==> config.mk <==
export PLATFORM = sky130hd
export DESIGN_NAME = slot_key_set_table_top
export DESIGN_NICKNAME = d
export VERILOG_FILES = /design/src/sv/skst_pkg.sv /design/src/sv/skst_cell.sv /design/src/sv/slot_key_set_table_top.sv
export SDC_FILE = /design/constraint.sdc
export NUM_CORES = 2
export LEC_CHECK = 0
export BUFFER_PORTS_ARGS = -buffer_cell sky130_fd_sc_hd__buf_2
export CORE_UTILIZATION = 60
export DETAILED_ROUTE_END_ITERATION = 12
export PLACE_DENSITY_LB_ADDON = 0.05
export SLEW_MARGIN = 25
export SYNTH_ARGS = -nofsm -noshare
export SYNTH_HDL_FRONTEND = slang
export SYNTH_SLANG_ARGS = --single-unit
==> constraint.sdc <==
create_clock -name clk -period 2.87 [get_ports clk]
set_clock_uncertainty 0.1 [all_clocks]
set_input_delay 0.287 -clock clk [delete_from_list [all_inputs] [get_ports clk]]
set_output_delay 0.287 -clock clk [all_outputs]
set_load 0.03 [all_outputs]
==> src/sv/skst_pkg.sv <==
// Shared types, constants and helpers for the slot key set table.
// No dependencies; imported by every other file of the block.
package skst_pkg;

  // Table geometry
  localparam int CAPACITY = 16;
  localparam int IDX_W    = (CAPACITY > 1) ? $clog2(CAPACITY) : 1;
  localparam int ACT_W    = (IDX_W > 5) ? IDX_W : 5;

  localparam logic [31:0] EMPTY_KEY = 32'hFFFF_FFFF;

  // slots_in_use register: reset value and clamp
  localparam logic [4:0] SIU_RESET = (CAPACITY < 16) ? 5'(CAPACITY) : 5'd16;
  localparam logic [4:0] SIU_CLAMP = (CAPACITY < 31) ? 5'(CAPACITY) : 5'd31;

  // Register map (word index taken from paddr[2])
  localparam logic REG_SLOTS_IN_USE = 1'b0;

  // Operation codes; the unused code behaves as a query
  localparam logic [1:0] KIND_QUERY  = 2'd0;
  localparam logic [1:0] KIND_ADD    = 2'd1;
  localparam logic [1:0] KIND_REMOVE = 2'd2;

  typedef struct packed {
    logic [1:0]  kind;
    logic [31:0] key;
    logic        check_duplicate;
  } in_item_t;

  typedef struct packed {
    logic       ok;
    logic       found;
    logic [3:0] hit_slot;
    logic       free_found;
    logic [3:0] free_slot;
  } out_item_t;

  // Search token handed from cell to cell
  typedef struct packed {
    logic [1:0]       kind;
    logic [31:0]      key;
    logic             check;
    logic             match;
    logic [IDX_W-1:0] match_slot;
    logic             free_found;
    logic [IDX_W-1:0] free_slot;
  } scan_t;

  // Slot write broadcast to all cells
  typedef struct packed {
    logic             en;
    logic [IDX_W-1:0] idx;
    logic [31:0]      key;
  } slot_wr_t;

  // Low four bits of a slot index, zero-extended when the index is narrower
  function automatic logic [3:0] slot4(input logic [IDX_W-1:0] idx);
    logic [IDX_W+3:0] ext;
    ext = {4'b0000, idx};
    return ext[3:0];
  endfunction

endpackage

==> src/sv/skst_cell.sv <==
// One slot of the table: holds a key and compares it against the passing token.
// Depends on skst_pkg.
module skst_cell
  import skst_pkg::*;
(
  input  logic             clk,
  input  logic             rst_n,
  input  logic [IDX_W-1:0] slot_idx_i,
  input  logic [ACT_W-1:0] n_active_i,
  input  slot_wr_t         wr_i,
  input  logic             tok_vld_i,
  input  scan_t            tok_i,
  output logic             tok_vld_o,
  output scan_t            tok_o
);

  logic [31:0] key_r;
  logic        vld_r;
  scan_t       tok_r;
  scan_t       tok_nxt;
  logic        active;
  logic        is_empty;

  // Fold this slot into the running first-match / first-free result
  always_comb begin
    active   = (ACT_W'(slot_idx_i) < n_active_i);
    is_empty = (tok_i.key == EMPTY_KEY);
    tok_nxt  = tok_i;
    if (active) begin
      if (!tok_i.match && !is_empty && (key_r == tok_i.key)) begin
        tok_nxt.match      = 1'b1;
        tok_nxt.match_slot = slot_idx_i;
      end
      if (!tok_i.free_found && (key_r == EMPTY_KEY)) begin
        tok_nxt.free_found = 1'b1;
        tok_nxt.free_slot  = slot_idx_i;
      end
    end
  end

  // Slot storage, cleared to the empty marker at reset
  always_ff @(posedge clk) begin
    if (!rst_n) begin
      key_r <= EMPTY_KEY;
    end else if (wr_i.en && (wr_i.idx == slot_idx_i)) begin
      key_r <= wr_i.key;
    end
  end

  // Token hand-off to the next cell
  always_ff @(posedge clk) begin
    if (!rst_n) begin
      vld_r <= 1'b0;
    end else begin
      vld_r <= tok_vld_i;
    end
  end

  always_ff @(posedge clk) begin
    tok_r <= tok_nxt;
  end

  assign tok_vld_o = vld_r;
  assign tok_o     = tok_r;

endmodule

==> src/sv/slot_key_set_table_top.sv <==
// Top level of the slot key set table: input/result channels, config port,
// the chain of slot cells and the result logic. Depends on skst_pkg, skst_cell.
//
// Usage:
//   in_*  : one operation per transfer (query, add, remove) with a 32-bit key.
//   out_* : one result per operation, in order.
//   cfg_* : APB-style register port; slots_in_use at byte address 0. A write
//           that does not raise slots_in_use is ignored; values above the
//           table size are clamped.
// A search token walks the row of CAPACITY cells, one cell per cycle, from the
// launch register to the holding register and then the output register. One
// item is in the chain at a time; in_stall is high from input transfer until
// its result enters the output register, so a new item is taken only after
// the result of the last one has left the holding register.
// The slot write of an add or remove happens as the token leaves the chain.
// A finished result waits in a holding register while out_stall is high, and
// the output register holds steady; the input stays stalled until it moves on.
// Reset (synchronous, rst_n low) empties every slot, sets slots_in_use to 16
// and drops all valids.
module slot_key_set_table_top
  import skst_pkg::*;
(
  input  logic        clk,
  input  logic        rst_n,
  // input channel
  input  logic        in_valid,
  output logic        in_stall,
  input  in_item_t    in_data,
  // result channel
  output logic        out_valid,
  input  logic        out_stall,
  output out_item_t   out_data,
  // configuration port
  input  logic        cfg_psel,
  input  logic        cfg_penable,
  input  logic        cfg_pwrite,
  input  logic [2:0]  cfg_paddr,
  input  logic [31:0] cfg_pwdata,
  output logic [31:0] cfg_prdata,
  output logic        cfg_pready
);

  logic        busy_r;
  logic        head_vld_r;
  scan_t       head_r;
  logic [4:0]  siu_r;
  logic [4:0]  siu_wr;
  logic        res_vld_r;
  out_item_t   res_r;
  out_item_t   res_nxt;
  logic        out_vld_r;
  out_item_t   out_r;
  logic        in_xfer;
  logic        res_move;
  logic        cfg_wr;
  slot_wr_t    wr;
  logic        tail_empty_key;
  logic        tok_vld [CAPACITY+1];
  scan_t       tok     [CAPACITY+1];

  assign in_xfer  = in_valid && !in_stall;
  assign in_stall = busy_r;
  assign res_move = res_vld_r && (!out_vld_r || !out_stall);

  // Configuration register
  assign cfg_pready = 1'b1;
  assign cfg_wr     = cfg_psel && cfg_penable && cfg_pwrite &&
                      (cfg_paddr[2] == REG_SLOTS_IN_USE);
  assign siu_wr     = (32'(cfg_pwdata[4:0]) > 32'(CAPACITY)) ? SIU_CLAMP : cfg_pwdata[4:0];
  assign cfg_prdata = (cfg_paddr[2] == REG_SLOTS_IN_USE) ? {27'd0, siu_r} : 32'd0;

  always_ff @(posedge clk) begin
    if (!rst_n) begin
      siu_r <= SIU_RESET;
    end else if (cfg_wr && (siu_wr > siu_r)) begin
      siu_r <= siu_wr;
    end
  end

  // Launch register: new token with an empty result
  always_ff @(posedge clk) begin
    if (!rst_n) begin
      head_vld_r <= 1'b0;
    end else begin
      head_vld_r <= in_xfer;
    end
  end

  always_ff @(posedge clk) begin
    if (in_xfer) begin
      head_r.kind       <= in_data.kind;
      head_r.key        <= in_data.key;
      head_r.check      <= in_data.check_duplicate;
      head_r.match      <= 1'b0;
      head_r.match_slot <= '0;
      head_r.free_found <= 1'b0;
      head_r.free_slot  <= '0;
    end
  end

  assign tok_vld[0] = head_vld_r;
  assign tok[0]     = head_r;

  // Row of slot cells
  for (genvar g = 0; g < CAPACITY; g++) begin : g_cell
    skst_cell u_cell (
      .clk        (clk),
      .rst_n      (rst_n),
      .slot_idx_i (IDX_W'(g)),
      .n_active_i (ACT_W'(siu_r)),
      .wr_i       (wr),
      .tok_vld_i  (tok_vld[g]),
      .tok_i      (tok[g]),
      .tok_vld_o  (tok_vld[g+1]),
      .tok_o      (tok[g+1])
    );
  end

  // Result and slot write from the finished token
  always_comb begin
    tail_empty_key     = (tok[CAPACITY].key == EMPTY_KEY);
    wr.en              = 1'b0;
    wr.idx             = tok[CAPACITY].free_slot;
    wr.key             = tok[CAPACITY].key;
    res_nxt.ok         = 1'b0;
    res_nxt.found      = tok[CAPACITY].match;
    res_nxt.hit_slot   = tok[CAPACITY].match ? slot4(tok[CAPACITY].match_slot) : 4'd0;
    res_nxt.free_found = tok[CAPACITY].free_found;
    res_nxt.free_slot  = slot4(tok[CAPACITY].free_slot);
    unique case (tok[CAPACITY].kind)
      KIND_ADD: begin
        if (!tail_empty_key && !(tok[CAPACITY].check && tok[CAPACITY].match) &&
            tok[CAPACITY].free_found) begin
          wr.en            = tok_vld[CAPACITY];
          res_nxt.ok       = 1'b1;
          res_nxt.hit_slot = slot4(tok[CAPACITY].free_slot);
        end
      end
      KIND_REMOVE: begin
        if (tail_empty_key) begin
          // empty marker: first free slot counts as the match, store unchanged
          res_nxt.ok       = tok[CAPACITY].free_found;
          res_nxt.hit_slot = tok[CAPACITY].free_found ?
                             slot4(tok[CAPACITY].free_slot) : 4'd0;
        end else if (tok[CAPACITY].match) begin
          wr.en      = tok_vld[CAPACITY];
          wr.idx     = tok[CAPACITY].match_slot;
          wr.key     = EMPTY_KEY;
          res_nxt.ok = 1'b1;
        end
      end
      default: begin
        res_nxt.ok = tok[CAPACITY].match;
      end
    endcase
  end

  // Holding register and output register
  always_ff @(posedge clk) begin
    if (!rst_n) begin
      res_vld_r <= 1'b0;
      out_vld_r <= 1'b0;
      busy_r    <= 1'b0;
    end else begin
      if (tok_vld[CAPACITY]) begin
        res_vld_r <= 1'b1;
      end else if (res_move) begin
        res_vld_r <= 1'b0;
      end
      if (res_move) begin
        out_vld_r <= 1'b1;
      end else if (!out_stall) begin
        out_vld_r <= 1'b0;
      end
      if (in_xfer) begin
        busy_r <= 1'b1;
      end else if (res_move) begin
        busy_r <= 1'b0;
      end
    end
  end

  always_ff @(posedge clk) begin
    if (tok_vld[CAPACITY]) begin
      res_r <= res_nxt;
    end
    if (res_move) begin
      out_r <= res_r;
    end
  end

  assign out_valid = out_vld_r;
  assign out_data  = out_r;

endmodule

==> metrics.txt <==
status completed; final hold violation count 0; DRC Markers 0; Top Ports 123; largest family of logic cells by synthesized area compound AO/OA/AOI/OAI gates; Final nets 4,262; Inst Count DP roughly 5,000; kind of critical path reg -> reg; Tot GR Track Use 0.3907; Finished Layout Cells between 5,000 and 6,000; CTS buffer count approximately 120; initial antenna violation count 5; residual antenna-violating net count after detailed routing 0; initial core utilization 0.6110; share of post-route cells with drive strength above 1 0.1217; die height about 270 microns; WP data required approximately 3.3 ns; DP Wirelength approximately 100,000 microns; num rows slightly below 100; clk root buf clkbuf_16; fin util 0.7134; routing usage on met2 0.6114; predominant post-synthesis flop cell dfxtp_1; register bit count reported by yosys ~1,300; CTS sink count roughly 1,300; vias in the first global route roughly 33,000; post-synthesis adder-cell area fraction 0.001988; DIE AREA between 70,000 and 80,000 sq um; maximum clock rate ~0.35 GHz; Synth cell types 58; Placer Congestion between 1 and 1.5; post-route clock period utilization 0.9859; final WL between 100,000 and 150,000 microns; setup_tns 0 ns; Final min period 2.829 ns; FFs w/ async S/R, synth 0; Arr. time, crit path 3.30 ns; min-delay worst type in -> reg; Synth Area in XOR/XNOR 0.09761; Slew @ Worst Pin 0.9565 ns; vias per inst ~6.5; slew margin rel. 0.3594; cells after synthesis between 4,000 and 5,000; post-place setup slack -0.1129 ns; # H-tree levels 3; TritonCTS clock tree built; Startpoint Class register; IO Port Bufs 65; Mapped Area 44,050 sq um; RSZ-0062 raised after global routing no; peak supply drop 665.9 uV; Clock Tree Buf Depth 3; crit path max fanout 14; Max Slew Vio Count 0; grt total ovfl 0; YS warnings 0; area growth from synthesis to layout 16.76%; Most Crowded Layer GR met2; largest net degree at the start of global routing just over 80; Core Region 72,100 sq um; per-cell routed wire length roughly 28 microns; syn_area_per_cell ~11 sq um; simple-gate share of the synthesized area 0.1231; die width approximately 270 microns; element type at the critical path end register; register area share after synthesis 0.5964; EDFF count, synth 57; Clk Latency, worst-skew pair around 0.69 ns; Tot Pwr ~0.037 W; clk slew on worst S/H paths around 0.070 ns; Pre-antenna DRT Iters 8; Max Cap Viol 0; post-synthesis compound-gate area fraction 0.1396; Detailed Route Iter0 Violations about 4,300; global-route wire length before repair 215,600 microns; Leak approximately 19 nW; setup violators final 0; M3 GR Usage 0.07504; met1 GRT Util 0.5056; DR vias approximately 34,000; proportion of synthesized area in mux cells 0.005936; setup ws final 0.04060 ns; pwr dens about 730 nW/um^2
stage by stage:
| stage | hold slack [ns] | cell area (sq um) |
|---|---|---|
| 4_1_cts | 0.1744 | 51360 |
| 3_5_place_dp | 0.2121 | 46440 |
| 6_report | 0.2061 | 51440 |
| 3_3_place_gp | 0.2098 | 46440 |
| 2_1_floorplan | 0.2096 | 44150 |
| 5_1_grt | 0.1885 | 51430 |
critical path, stage by stage, from the launching register on:
cell,delay [ns]
dfxtp_1,0.39
nand4_1,0.21
nor4_4,0.47
buf_4,0.22
nand2_2,0.16
a32o_4,0.38
buf_4,0.18
buf_4,0.19
a211oi_1,0.31
a21oi_1,0.10
report_power, final:
group          switching (W)  internal (W)  total [W]
combinational       0.000843      0.000474    0.00132
sequential          0.000578        0.0184     0.0190
clock                0.00698        0.0102     0.0172
routing by layer:
layer	vias to the layer above	wire length [microns]
met2	2091	67280
met3	534	13590
met4	6	9973
li1	14940	-
met5	-	30
met1	16480	58020
cells in the mapped netlist (2+ instances only):
cell	count	area share
dfxtp_1	1227	0.56
buf_2	131	0.015
nor3_1	28	0.0032
or4_1	8	0.0014
nor2b_1	11	0.0016
and4_1	2	0.00040
nand4_1	353	0.050
nor4_2	2	0.00057
mux2i_1	25	0.0057
nor3b_1	63	0.011
and2_1	68	0.0097
nand2b_1	95	0.013
o21ai_0	9	0.0010
conb_1	2	0.00017
nand3b_1	6	0.0010
a21boi_0	2	0.00034
o22ai_1	2	0.00028
inv_1	50	0.0043
buf_1	5	0.00043
nor4_1	108	0.015
o211ai_1	3	0.00051
a211oi_1	405	0.069
or2_2	15	0.0021
o2111ai_1	5	0.00099
nand3_1	27	0.0031
a21o_1	2	0.00034
a222oi_1	2	0.00045
a31oi_1	4	0.00057
o221ai_1	4	0.00080
o21ai_1	2	0.00023
xnor2_1	332	0.066
a2bb2oi_1	7	0.0014
o2bb2ai_1	6	0.0012
nand2_1	24	0.0020
ha_1	7	0.0020
clkbuf_1	124	0.011
and3_1	4	0.00057
xor2_1	159	0.032
a32o_1	3	0.00068
edfxtp_1	57	0.039
buf_4	29	0.0049
a2111oi_0	9	0.0018
nor2_1	88	0.0075
a32oi_1	14	0.0028
a21oi_1	486	0.055
sequential cells by signal (all words and copies together), names as in the netlist, 5 cells and up:
name	flops
siu_r	5
g_cell.u_cell.tok_vld_o	16
head_r	35
out_data	11
g_cell.u_cell.tok_o	690
res_r	11
g_cell.u_cell.key_r	512
layout by cell type, fill, tap and decap left out, types with 66 or more instances in the layout:
| cell type | synthesis | routed |
|---|---|---|
| clkbuf_16 | 0 | 125 |
| a211oi_1 | 405 | 403 |
| a21oi_1 | 486 | 486 |
| nand4_1 | 353 | 353 |
| buf_4 | 29 | 118 |
| dfxtp_1 | 1227 | 1227 |
| xnor2_1 | 332 | 332 |
| nand2b_1 | 95 | 95 |
| and2_1 | 68 | 66 |
| xor2_1 | 159 | 159 |
| nor4_1 | 108 | 108 |
repair_timing:
item                                   4_1_cts  5_1_grt
pin swaps                                    4        2
endpoints found under the hold margin       53        0
setup buffers                               11        1
resized for setup                            5        7
hold buffers                                43        0
cloned                                       1        1
setup endpoints to repair                  311      376
area by class of cell:
class                           count  area (sq um)
Timing Repair Buffer              288          2883
Multi-Input combinational cell   2432         16550
Clock inverter                     63         865.8
Inverter                           51         198.9
Antenna cell                        3         7.507
Sequential cell                  1284         26280
Tap cell                          950          1189
Fill cell                        5084         20660
Clock buffer                      164          3465
final timing paths:
check                              startpoint                           to  slack [ns]  depth (start not counted)
hold / removal                     in_data[9]                   head_r[19]        0.21                          2
setup reg to reg  g_cell[15].u_cell.tok_o[26]   g_cell[0].u_cell.key_r[11]        0.04                          9
setup / recovery  g_cell[15].u_cell.tok_o[26]   g_cell[0].u_cell.key_r[11]        0.04                          9
hold reg to reg   g_cell[11].u_cell.tok_o[44]  g_cell[12].u_cell.tok_o[44]        0.21                          0
logic make-up after synthesis:
kind of cell / count (synthesis)
compound gates: 974
buf+inv: 340
simple gates: 904
fa+ha+maj: 7
xor+xnor: 491
mux: 26
other cells: 2
flops: 1284
Power figures use the tool's default switching activity.
